`src/design/differential_drive_odometry_defines.svh`:
```
// Assertion macros for the odometry block
`ifndef DIFFERENTIAL_DRIVE_ODOMETRY_DEFINES_SVH
`define DIFFERENTIAL_DRIVE_ODOMETRY_DEFINES_SVH
`ifndef ASSERT_OFF
`define DDO_ASSERT(label, prop, msg) \
  label: assert property (@(posedge clk) disable iff (!rst_n) prop) else $error(msg);
`define DDO_ASSERT_RST(label, prop, msg) \
  label: assert property (@(posedge clk) prop) else $error(msg);
`else
`define DDO_ASSERT(label, prop, msg)
`define DDO_ASSERT_RST(label, prop, msg)
`endif
`endif

```
`src/design/ddo_pkg.sv`:
```
package ddo_pkg;
  localparam int SLOT_COUNT_DEF   = 8;
  localparam int CORDIC_STEPS_DEF = 16;
  localparam int ANGLE_TABLE_LEN  = 24;
  localparam logic [31:0] HPC_RESET = 32'd1048576;
  localparam logic signed [23:0] CORDIC_START = 24'sd39797;

  typedef enum logic [1:0] {
    CMD_MOVE  = 2'd0,
    CMD_CLEAR = 2'd1,
    CMD_SNAP  = 2'd2,
    CMD_NOP   = 2'd3
  } cmd_t;

  typedef enum logic [2:0] {
    ST_IDLE, ST_MUL, ST_ITER, ST_ACC, ST_REL, ST_OUT
  } state_t;

  typedef struct packed {
    logic load;
    logic mul;
    logic iter_init;
    logic iter;
    logic acc;
    logic rel;
  } ctl_t;

  typedef struct packed {
    logic is_move;
    logic iter_last;
  } sts_t;

  function automatic logic [31:0] angle_at(input logic [4:0] i);
    logic [31:0] t;
    begin
      case (i)
        5'd0: t = 32'h20000000;  5'd1: t = 32'h12E4051E;
        5'd2: t = 32'h09FB385B;  5'd3: t = 32'h051111D4;
        5'd4: t = 32'h028B0D43;  5'd5: t = 32'h0145D7E1;
        5'd6: t = 32'h00A2F61E;  5'd7: t = 32'h00517C55;
        5'd8: t = 32'h0028BE53;  5'd9: t = 32'h00145F2F;
        5'd10: t = 32'h000A2F98; 5'd11: t = 32'h000517CC;
        5'd12: t = 32'h00028BE6; 5'd13: t = 32'h000145F3;
        5'd14: t = 32'h0000A2FA; 5'd15: t = 32'h0000517D;
        5'd16: t = 32'h000028BE; 5'd17: t = 32'h0000145F;
        5'd18: t = 32'h00000A30; 5'd19: t = 32'h00000518;
        5'd20: t = 32'h0000028C; 5'd21: t = 32'h00000146;
        5'd22: t = 32'h000000A3; 5'd23: t = 32'h00000051;
        default: t = 32'h0;
      endcase
      return t;
    end
  endfunction
endpackage

```
`src/design/ddo_ctrl.sv`:
```
module ddo_ctrl #(
  parameter int CORDIC_STEPS = ddo_pkg::CORDIC_STEPS_DEF
) (
  input  logic          clk,
  input  logic          rst_n,
  input  logic          in_valid,
  output logic          in_stall,
  output logic          out_valid,
  input  logic          out_stall,
  output logic          cfg_ready,
  input  ddo_pkg::sts_t sts,
  output ddo_pkg::ctl_t ctl
);
  import ddo_pkg::*;
  `include "differential_drive_odometry_defines.svh"

  state_t state_r, state_nxt;

  always_ff @(posedge clk) begin
    if (!rst_n) begin
      state_r <= ST_IDLE;
    end else begin
      state_r <= state_nxt;
    end
  end

  always_comb begin
    state_nxt = state_r;
    ctl       = '0;
    in_stall  = 1'b1;
    out_valid = 1'b0;
    cfg_ready = 1'b0;
    case (state_r)
      ST_IDLE: begin
        in_stall  = 1'b0;
        cfg_ready = 1'b1;
        if (in_valid) begin
          ctl.load  = 1'b1;
          state_nxt = ST_MUL;
        end
      end
      ST_MUL: begin
        ctl.mul       = 1'b1;
        ctl.iter_init = 1'b1;
        state_nxt     = sts.is_move ? ST_ITER : ST_ACC;
      end
      ST_ITER: begin
        ctl.iter = 1'b1;
        if (sts.iter_last) begin
          state_nxt = ST_ACC;
        end
      end
      ST_ACC: begin
        ctl.acc   = 1'b1;
        state_nxt = ST_REL;
      end
      ST_REL: begin
        ctl.rel   = 1'b1;
        state_nxt = ST_OUT;
      end
      ST_OUT: begin
        out_valid = 1'b1;
        if (!out_stall) begin
          state_nxt = ST_IDLE;
        end
      end
      default: state_nxt = ST_IDLE;
    endcase
  end

  `DDO_ASSERT(a_out_after_rel, (state_r == ST_REL) |=> out_valid, "result not shown")
  `DDO_ASSERT(a_no_take_busy, out_valid |-> in_stall, "input taken while busy")
  `DDO_ASSERT(a_hold_out, (out_valid && out_stall) |=> out_valid, "result dropped")
  `DDO_ASSERT_RST(a_rst_idle, !rst_n |=> (state_r == ST_IDLE), "reset not idle")
endmodule

```
`src/design/ddo_datapath.sv`:
```
module ddo_datapath #(
  parameter int SLOT_COUNT   = ddo_pkg::SLOT_COUNT_DEF,
  parameter int CORDIC_STEPS = ddo_pkg::CORDIC_STEPS_DEF
) (
  input  logic                clk,
  input  logic                rst_n,
  input  ddo_pkg::ctl_t       ctl,
  output ddo_pkg::sts_t       sts,
  input  logic                cfg_we,
  input  logic [31:0]         cfg_data,
  input  logic [1:0]          in_cmd,
  input  logic signed [11:0]  in_right_count,
  input  logic signed [11:0]  in_left_count,
  input  logic [3:0]          in_slot_index,
  output logic signed [14:0]  out_pos_x,
  output logic signed [14:0]  out_pos_y,
  output logic [31:0]         out_heading,
  output logic signed [15:0]  out_rel_x,
  output logic signed [15:0]  out_rel_y,
  output logic [31:0]         out_rel_heading,
  output logic                out_index_error
);
  import ddo_pkg::*;

  localparam int STEPS = (CORDIC_STEPS > ANGLE_TABLE_LEN) ? ANGLE_TABLE_LEN : CORDIC_STEPS;
  localparam int SW    = (SLOT_COUNT > 1) ? $clog2(SLOT_COUNT) : 1;

  logic [31:0]        hpc_r;
  logic [1:0]         cmd_r;
  logic signed [11:0] r_r, l_r;
  logic [3:0]         slot_r;
  logic signed [12:0] dist_r;
  logic signed [44:0] prod_r;
  logic signed [15:0] xd_r, yd_r;
  logic [31:0]        hd_r;
  logic signed [23:0] cx_r, cy_r;
  logic signed [32:0] cz_r;
  logic               neg_r;
  logic [4:0]         it_r;
  logic [14:0]        snx_mem [SLOT_COUNT];
  logic [14:0]        sny_mem [SLOT_COUNT];
  logic [31:0]        snh_mem [SLOT_COUNT];
  logic [SLOT_COUNT-1:0] sv_r;

  logic signed [12:0] diff;
  logic [63:0]        up;
  logic [31:0]        mid, mid_rot;
  logic               qneg;
  logic signed [23:0] sx, sy;
  logic [31:0]        tab;
  logic signed [23:0] cfin, sfin;
  logic signed [36:0] px, py;
  logic signed [37:0] sumx, sumy;
  logic signed [37:0] qx, qy;
  logic               slot_ok;
  logic [SW-1:0]      sidx;
  logic signed [14:0] hx, hy;
  logic [14:0]        ex, ey;
  logic [31:0]        eh;

  assign diff    = 13'(r_r) - 13'(l_r);
  assign up      = 64'(prod_r);
  assign mid     = hd_r + up[32:1];
  assign qneg    = mid[31] ^ mid[30];
  assign mid_rot = qneg ? mid - 32'h80000000 : mid;
  assign sx      = cx_r >>> it_r;
  assign sy      = cy_r >>> it_r;
  assign tab     = angle_at(it_r);
  assign sts.is_move   = (cmd_r == CMD_MOVE);
  assign sts.iter_last = (it_r == 5'(STEPS - 1));
  assign cfin    = neg_r ? -cx_r : cx_r;
  assign sfin    = neg_r ? -cy_r : cy_r;
  assign px      = 37'(dist_r) * 37'(cfin);
  assign py      = 37'(dist_r) * 37'(sfin);
  assign sumx    = 38'($signed({xd_r, 16'h0})) + 38'(px);
  assign sumy    = 38'($signed({yd_r, 16'h0})) + 38'(py);
  assign qx      = (sumx < 0) ? -((-sumx) >>> 16) : (sumx >>> 16);
  assign qy      = (sumy < 0) ? -((-sumy) >>> 16) : (sumy >>> 16);
  assign slot_ok = ({28'd0, slot_r} < 32'(SLOT_COUNT));
  assign sidx    = slot_r[SW-1:0];
  assign hx      = xd_r[15:1];
  assign hy      = yd_r[15:1];
  assign ex      = (sv_r[sidx]) ? snx_mem[sidx] : 15'd0;
  assign ey      = (sv_r[sidx]) ? sny_mem[sidx] : 15'd0;
  assign eh      = (sv_r[sidx]) ? snh_mem[sidx] : 32'd0;

  always_ff @(posedge clk) begin
    if (!rst_n) begin
      hpc_r <= HPC_RESET;
      xd_r  <= '0;
      yd_r  <= '0;
      hd_r  <= '0;
      sv_r  <= '0;
    end else begin
      if (cfg_we) begin
        hpc_r <= cfg_data;
      end
      if (ctl.acc) begin
        if (cmd_r == CMD_MOVE) begin
          xd_r <= qx[15:0];
          yd_r <= qy[15:0];
          hd_r <= hd_r + up[31:0];
        end else if (cmd_r == CMD_CLEAR) begin
          xd_r <= '0;
          yd_r <= '0;
          hd_r <= '0;
        end
      end
      if (ctl.rel && cmd_r == CMD_SNAP && slot_ok) begin
        sv_r[sidx] <= 1'b1;
      end
    end
  end

  always_ff @(posedge clk) begin
    if (ctl.load) begin
      cmd_r  <= in_cmd;
      r_r    <= in_right_count;
      l_r    <= in_left_count;
      slot_r <= in_slot_index;
    end
    if (ctl.mul) begin
      dist_r <= 13'(r_r) + 13'(l_r);
      prod_r <= 45'(diff) * $signed({13'd0, hpc_r});
    end
    if (ctl.iter_init) begin
      cx_r  <= CORDIC_START;
      cy_r  <= '0;
      it_r  <= '0;
      cz_r  <= '0;
      neg_r <= 1'b0;
    end
    if (ctl.iter) begin
      if (it_r == 5'd0) begin
        neg_r <= qneg;
        cx_r  <= CORDIC_START;
        if (mid_rot[31]) begin
          cz_r <= 33'($signed(mid_rot)) + 33'(tab);
          cy_r <= -CORDIC_START;
        end else begin
          cz_r <= 33'($signed(mid_rot)) - 33'(tab);
          cy_r <= CORDIC_START;
        end
      end else if (!cz_r[32]) begin
        cx_r <= cx_r - sy;
        cy_r <= cy_r + sx;
        cz_r <= cz_r - 33'(tab);
      end else begin
        cx_r <= cx_r + sy;
        cy_r <= cy_r - sx;
        cz_r <= cz_r + 33'(tab);
      end
      it_r <= it_r + 5'd1;
    end
    if (ctl.rel) begin
      out_pos_x   <= hx;
      out_pos_y   <= hy;
      out_heading <= hd_r;
      if (slot_ok) begin
        if (cmd_r == CMD_SNAP) begin
          snx_mem[sidx]   <= hx;
          sny_mem[sidx]   <= hy;
          snh_mem[sidx]   <= hd_r;
          out_rel_x       <= '0;
          out_rel_y       <= '0;
          out_rel_heading <= '0;
        end else begin
          out_rel_x       <= 16'(hx) - 16'($signed(ex));
          out_rel_y       <= 16'(hy) - 16'($signed(ey));
          out_rel_heading <= hd_r - eh;
        end
        out_index_error <= 1'b0;
      end else begin
        out_rel_x       <= '0;
        out_rel_y       <= '0;
        out_rel_heading <= '0;
        out_index_error <= 1'b1;
      end
    end
  end
endmodule

```
`src/design/differential_drive_odometry.sv`:
```
// Differential-drive dead-reckoning odometry.
// Input channel (in_valid/in_stall): one request per command - move with
// wheel count deltas, clear origin, or record the pose into a snapshot slot.
// Result channel (out_valid/out_stall): one result per request, with halved
// absolute pose, heading and pose relative to the chosen slot.
// Config channel (cfg_valid/cfg_ready): heading step per count difference,
// taken only while the block is idle.
// A move passes through the MUL, ITER, ACC and REL states from acceptance to
// result, the shared CORDIC unit iterating once per cycle in ITER; clear,
// snapshot and no-op requests skip ITER. One request at a time: no new
// request is accepted until the last result has been taken.
// Reset clears the pose, heading and snapshot slots and restores the step
// register to its default.
// While a result is shown and out_stall is high, the result holds and no request is accepted.
module differential_drive_odometry #(
  parameter int SLOT_COUNT   = ddo_pkg::SLOT_COUNT_DEF,
  parameter int CORDIC_STEPS = ddo_pkg::CORDIC_STEPS_DEF
) (
  input  logic               clk,
  input  logic               rst_n,
  input  logic               in_valid,
  output logic               in_stall,
  input  logic [1:0]         in_cmd,
  input  logic signed [11:0] in_right_count,
  input  logic signed [11:0] in_left_count,
  input  logic [3:0]         in_slot_index,
  output logic               out_valid,
  input  logic               out_stall,
  output logic signed [14:0] out_pos_x,
  output logic signed [14:0] out_pos_y,
  output logic [31:0]        out_heading,
  output logic signed [15:0] out_rel_x,
  output logic signed [15:0] out_rel_y,
  output logic [31:0]        out_rel_heading,
  output logic               out_index_error,
  input  logic               cfg_valid,
  output logic               cfg_ready,
  input  logic [31:0]        cfg_data
);
  import ddo_pkg::*;

  ctl_t ctl;
  sts_t sts;

  ddo_ctrl #(.CORDIC_STEPS(CORDIC_STEPS)) u_ctrl (
    .clk, .rst_n, .in_valid, .in_stall, .out_valid, .out_stall,
    .cfg_ready, .sts, .ctl
  );

  ddo_datapath #(.SLOT_COUNT(SLOT_COUNT), .CORDIC_STEPS(CORDIC_STEPS)) u_dp (
    .clk, .rst_n, .ctl, .sts,
    .cfg_we(cfg_valid && cfg_ready), .cfg_data,
    .in_cmd, .in_right_count, .in_left_count, .in_slot_index,
    .out_pos_x, .out_pos_y, .out_heading, .out_rel_x, .out_rel_y,
    .out_rel_heading, .out_index_error
  );
endmodule
```
`config.mk`:
```
export PLATFORM = sky130hd
export DESIGN_NAME = differential_drive_odometry
export DESIGN_NICKNAME = d
export VERILOG_FILES = /design/src/design/ddo_pkg.sv /design/src/design/ddo_ctrl.sv /design/src/design/ddo_datapath.sv /design/src/design/differential_drive_odometry.sv
export VERILOG_INCLUDE_DIRS = /design/src /design/src/design
export SDC_FILE = /design/constraint.sdc
export NUM_CORES = 2
export LEC_CHECK = 0
export BUFFER_PORTS_ARGS = -buffer_cell sky130_fd_sc_hd__clkbuf_2
export CAP_MARGIN = 20
export CORE_MARGIN = 2
export CORE_UTILIZATION = 59
export CTS_CLUSTER_SIZE = 40
export DETAILED_ROUTE_END_ITERATION = 6
export HOLD_SLACK_MARGIN = 0.1
export PLACE_DENSITY = 0.81
export SYNTH_ARGS = -nofsm -noshare
export SYNTH_HDL_FRONTEND = slang
export SYNTH_SLANG_ARGS = --single-unit
```
`constraint.sdc`:
```
create_clock -name clk -period 21.4 [get_ports clk]
set_input_delay 2.14 -clock clk [delete_from_list [all_inputs] [get_ports clk]]
set_output_delay 2.14 -clock clk [all_outputs]
set_load 0.01 [all_outputs]
```
==> flow_metrics.py <==
metrics = {
    "yosys": {
        "synthTopCellsByArea": "edfxtp_1, fa_1, ha_1",
        "synth-compound-area-share_pct": 9.062,
        "avgSynthCellArea_um2": 10.43,
        "synth_top_family_by_area": "adder cells",
        "synth_edf_count": 785,
        "synth_xor_area_share_pct": 4.721,
        "syn_inst": 8064,
        "synth_fa_ha_area_share_pct": 28.65,
        "syn-num-nets": 9520,
        "yosysSeqAreaShare_pct": 31.37,
        "synth-main-ff-cell": "edfxtp_1",
        "yosys.area.top_type_share_pct": 28.02,
        "async_flop_share_pct": 0,
        "synth_cell_type_count": 96,
        "synth_top_area_cell": "edfxtp_1",
        "netlist_area_um2": 84140,
        "synth_mux_area_share_pct": 6.154,
        "synth_simple_gate_area_share_pct": 13.78,
        "ys_ff_latch": 926,
        "yosysWarnings": 0,
    },
    "setup_path": {
        "startpoint": "u_dp.cx_r[0]$_SDFFCE_PP1N_",
        "r2r_end": "u_dp.xd_r[10]$_SDFFE_PN0P_",
        "path_max_fanout": 16,
        "reg2reg_depth": 31,
        "worst_ep_required_time_ps": 22040,
        "worstSetupStartpointType": "flip-flop",
        "crit_type": "flip-flop to flip-flop",
        "critPathTopFamily": "adder cells",
        "arrival_ps": 11410,
        "r2r_start": "u_dp.cx_r[0]$_SDFFCE_PP1N_",
        "crit_path_top_delay_cell": "xnor2_1",
        "max_stage_delay_ps": 730,
        "crit_buf_inv": 4,
        "reg2reg_slack_ps": 10630,
        "end_kind": "flip-flop",
    },
    "layout": {
        "final_cells": 10130,
        "post-route-util_pct": 64.18,
        "final_cell_mix": "inv_1, nand2_1, fa_1",
        "nNetsFinal": 9607,
        "layout-drive-gt1-share_pct": 10.54,
        "layout_commonest_cell": "inv_1",
        "syn2layout_area_growth_pct": 8.002,
        "postLayoutCellArea_um2": 90870,
        "nFillCells": 10510,
    },
    "die": {
        "die_w_um": 381.6,
        "die_area_um2": 145600,
        "start_util_pct": 59.43,
        "rows": 138,
        "ioPinCount": 197,
        "die_h_um": 381.6,
        "core_um2": 141600,
    },
    "placement": {
        "dp.cells": 9936,
        "place_congestion": 0.9560,
        "dp_hpwl_um": 161200,
        "io_buffer_count": 196,
        "placed_cell_area_um2": 87430,
    },
    "worst_hold_path": {
        "hp-start": "u_dp.sv_r[1]$_SDFFE_PN0P_",
        "hold_path_class": "flip-flop to flip-flop",
        "hold_end": "u_dp.sv_r[1]$_SDFFE_PN0P_",
        "holdPathStages": 1,
    },
    "clock_network": {
        "clk-insertion-delay-late_ps": 770,
        "cts_inserted_buffers": 96,
        "ctsResizeCount": 0,
        "clkTransAtPathRegs_ps": 60,
        "cts_tree": "built",
        "cts_sinks": 926,
        "h-tree-depth": 3,
        "root_buffer": "clkbuf_16",
        "clockBufferDepth": 3,
        "hold_buffers": 0,
        "postCtsSetupBuffers": 0,
    },
    "detailed_routing": {
        "ant_nets": 0,
        "drc_errors": 0,
        "vias_per_cell": 6.140,
        "drt_iter0_drc": 6125,
        "avgRoutedWirePerCell_um": 22.26,
        "drt_first_pass_iters": 6,
        "vias": 62180,
        "wl_um": 225500,
    },
    "global_routing": {
        "grt_pass1_wl_um": 353100,
        "grt_max_degree": 129,
        "gr-total-overflow": 0,
        "grt.total_usage_pct": 30.94,
        "antenna_found_initial": 5,
        "first_global_vias": 63710,
    },
    "timing": {
        "fmax_mhz": 92.89,
        "slew_headroom_pct": 22.34,
        "setup_viol": 0,
        "drv_slew": 0,
        "skew_ps": 85.89,
        "tightest_slew_ps": 1165,
        "grt_setup_unrepaired": "no",
        "period_share_pct": 50.31,
        "setup_tns_ps": 0,
        "period_minus_slack_ps": 10770,
        "hold_violations": 0,
    },
    "outcome": {
        "outcome": "finished clean",
    },
    "run": {
        "maxCapViolations": 0,
    },
}
==> cell usage after synthesis (all sizes together), types with 22 or more instances <==
cell / number
ha: 493
clkbuf: 317
nor4: 25
dfxtp: 141
mux2: 76
or3: 46
o211ai: 22
o21ai: 240
nand4: 23
edfxtp: 785
and3: 37
nor2b: 103
fa: 896
o21bai: 35
xnor2: 268
a21o: 121
nand2b: 74
mux2i: 38
nand3: 68
o31ai: 34
nor3: 129
inv: 1034
a22oi: 24
o21a: 66
a31oi: 44
or2: 56
xor2: 183
mux4: 175
buf: 45
a21boi: 66
nor2: 404
a21oi: 339
nand2: 997
a211oi: 47
and2: 371
==> metal layers <==
metal / track usage [%] / wire, um
met5: 0 / 44
met4: 13.66 / 10870
met3: 5.854 / 22080
met2: 51.53 / 108000
met1: 39.53 / 84480
==> worst max path at each step <==
| stage | to | cells after the start |
|---|---|---|
| CTS | u_dp.xd_r[10]$_SDFFE_PN0P_ | 31 |
| floorplan | u_dp.snh_mem[0][0]$_DFFE_PP_ | 5 |
| finish | u_dp.xd_r[10]$_SDFFE_PN0P_ | 31 |
| detailed placement | u_dp.xd_r[10]$_SDFFE_PN0P_ | 31 |
| global placement | u_dp.xd_r[10]$_SDFFE_PN0P_ | 31 |
| global route | u_dp.xd_r[10]$_SDFFE_PN0P_ | 31 |
==> layout make-up <==
class                           instances  area [um2]  share of cell area (%)
Clock inverter                         65       792.0                  0.8716
Clock buffer                          117        2562                   2.820
Antenna cell                            3       7.507                0.008261
Sequential cell                       926       26410                   29.06
Multi-Input combinational cell       5741       52670                   57.96
Tap cell                             1890        2365                   2.602
Timing Repair Buffer                  351        2182                   2.401
Inverter                             1035        3886                   4.277
==> through the flow <==
step | hold slack [ps] | setup slack [ps]
3_3_place_gp | 440.4 | 10990
6_report | 466.3 | 10630
3_5_place_dp | 453.0 | 10760
5_1_grt | 483.1 | 10230
2_1_floorplan | 435.4 | 6564
4_1_cts | 468.8 | 10700
==> cells by family (layout without fill, tap and decap cells) <==
family / Yosys count / after routing
AND/OR/NAND/NOR: 2420 / 2420
multiplexers: 289 / 289
adder cells (fa/ha/maj): 1389 / 1389
XOR/XNOR: 452 / 452
AO/OA/AOI/OAI: 1191 / 1191
flip-flops: 926 / 926
other: 0 / 3
buffers and inverters: 1397 / 1568
==> state kept, by name, indices dropped and copies added (netlist names), 30 cells and up, named ones only <==
register,count
u_dp.cz_r,33
u_dp.hd_r,32
u_dp.hpc_r,32
u_dp.out_heading,32
u_dp.out_rel_heading,32
u_dp.prod_r,33
u_dp.snh_mem,256
u_dp.snx_mem,120
u_dp.sny_mem,120
u_dp.tab,30
==> worst register-to-register path, delay by kind of cell, from the launching register on <==
family / cells / cell delay (ps)
AO/OA/AOI/OAI: 10 / 2390
XOR/XNOR: 3 / 1430
adder cells (fa/ha/maj): 7 / 3570
buffers and inverters: 4 / 370
flip-flops: 1 / 590
AND/OR/NAND/NOR: 7 / 2370
Power is not shown: default switching activity piles up to over one toggle a cycle in this logic, so the estimate is an artifact.
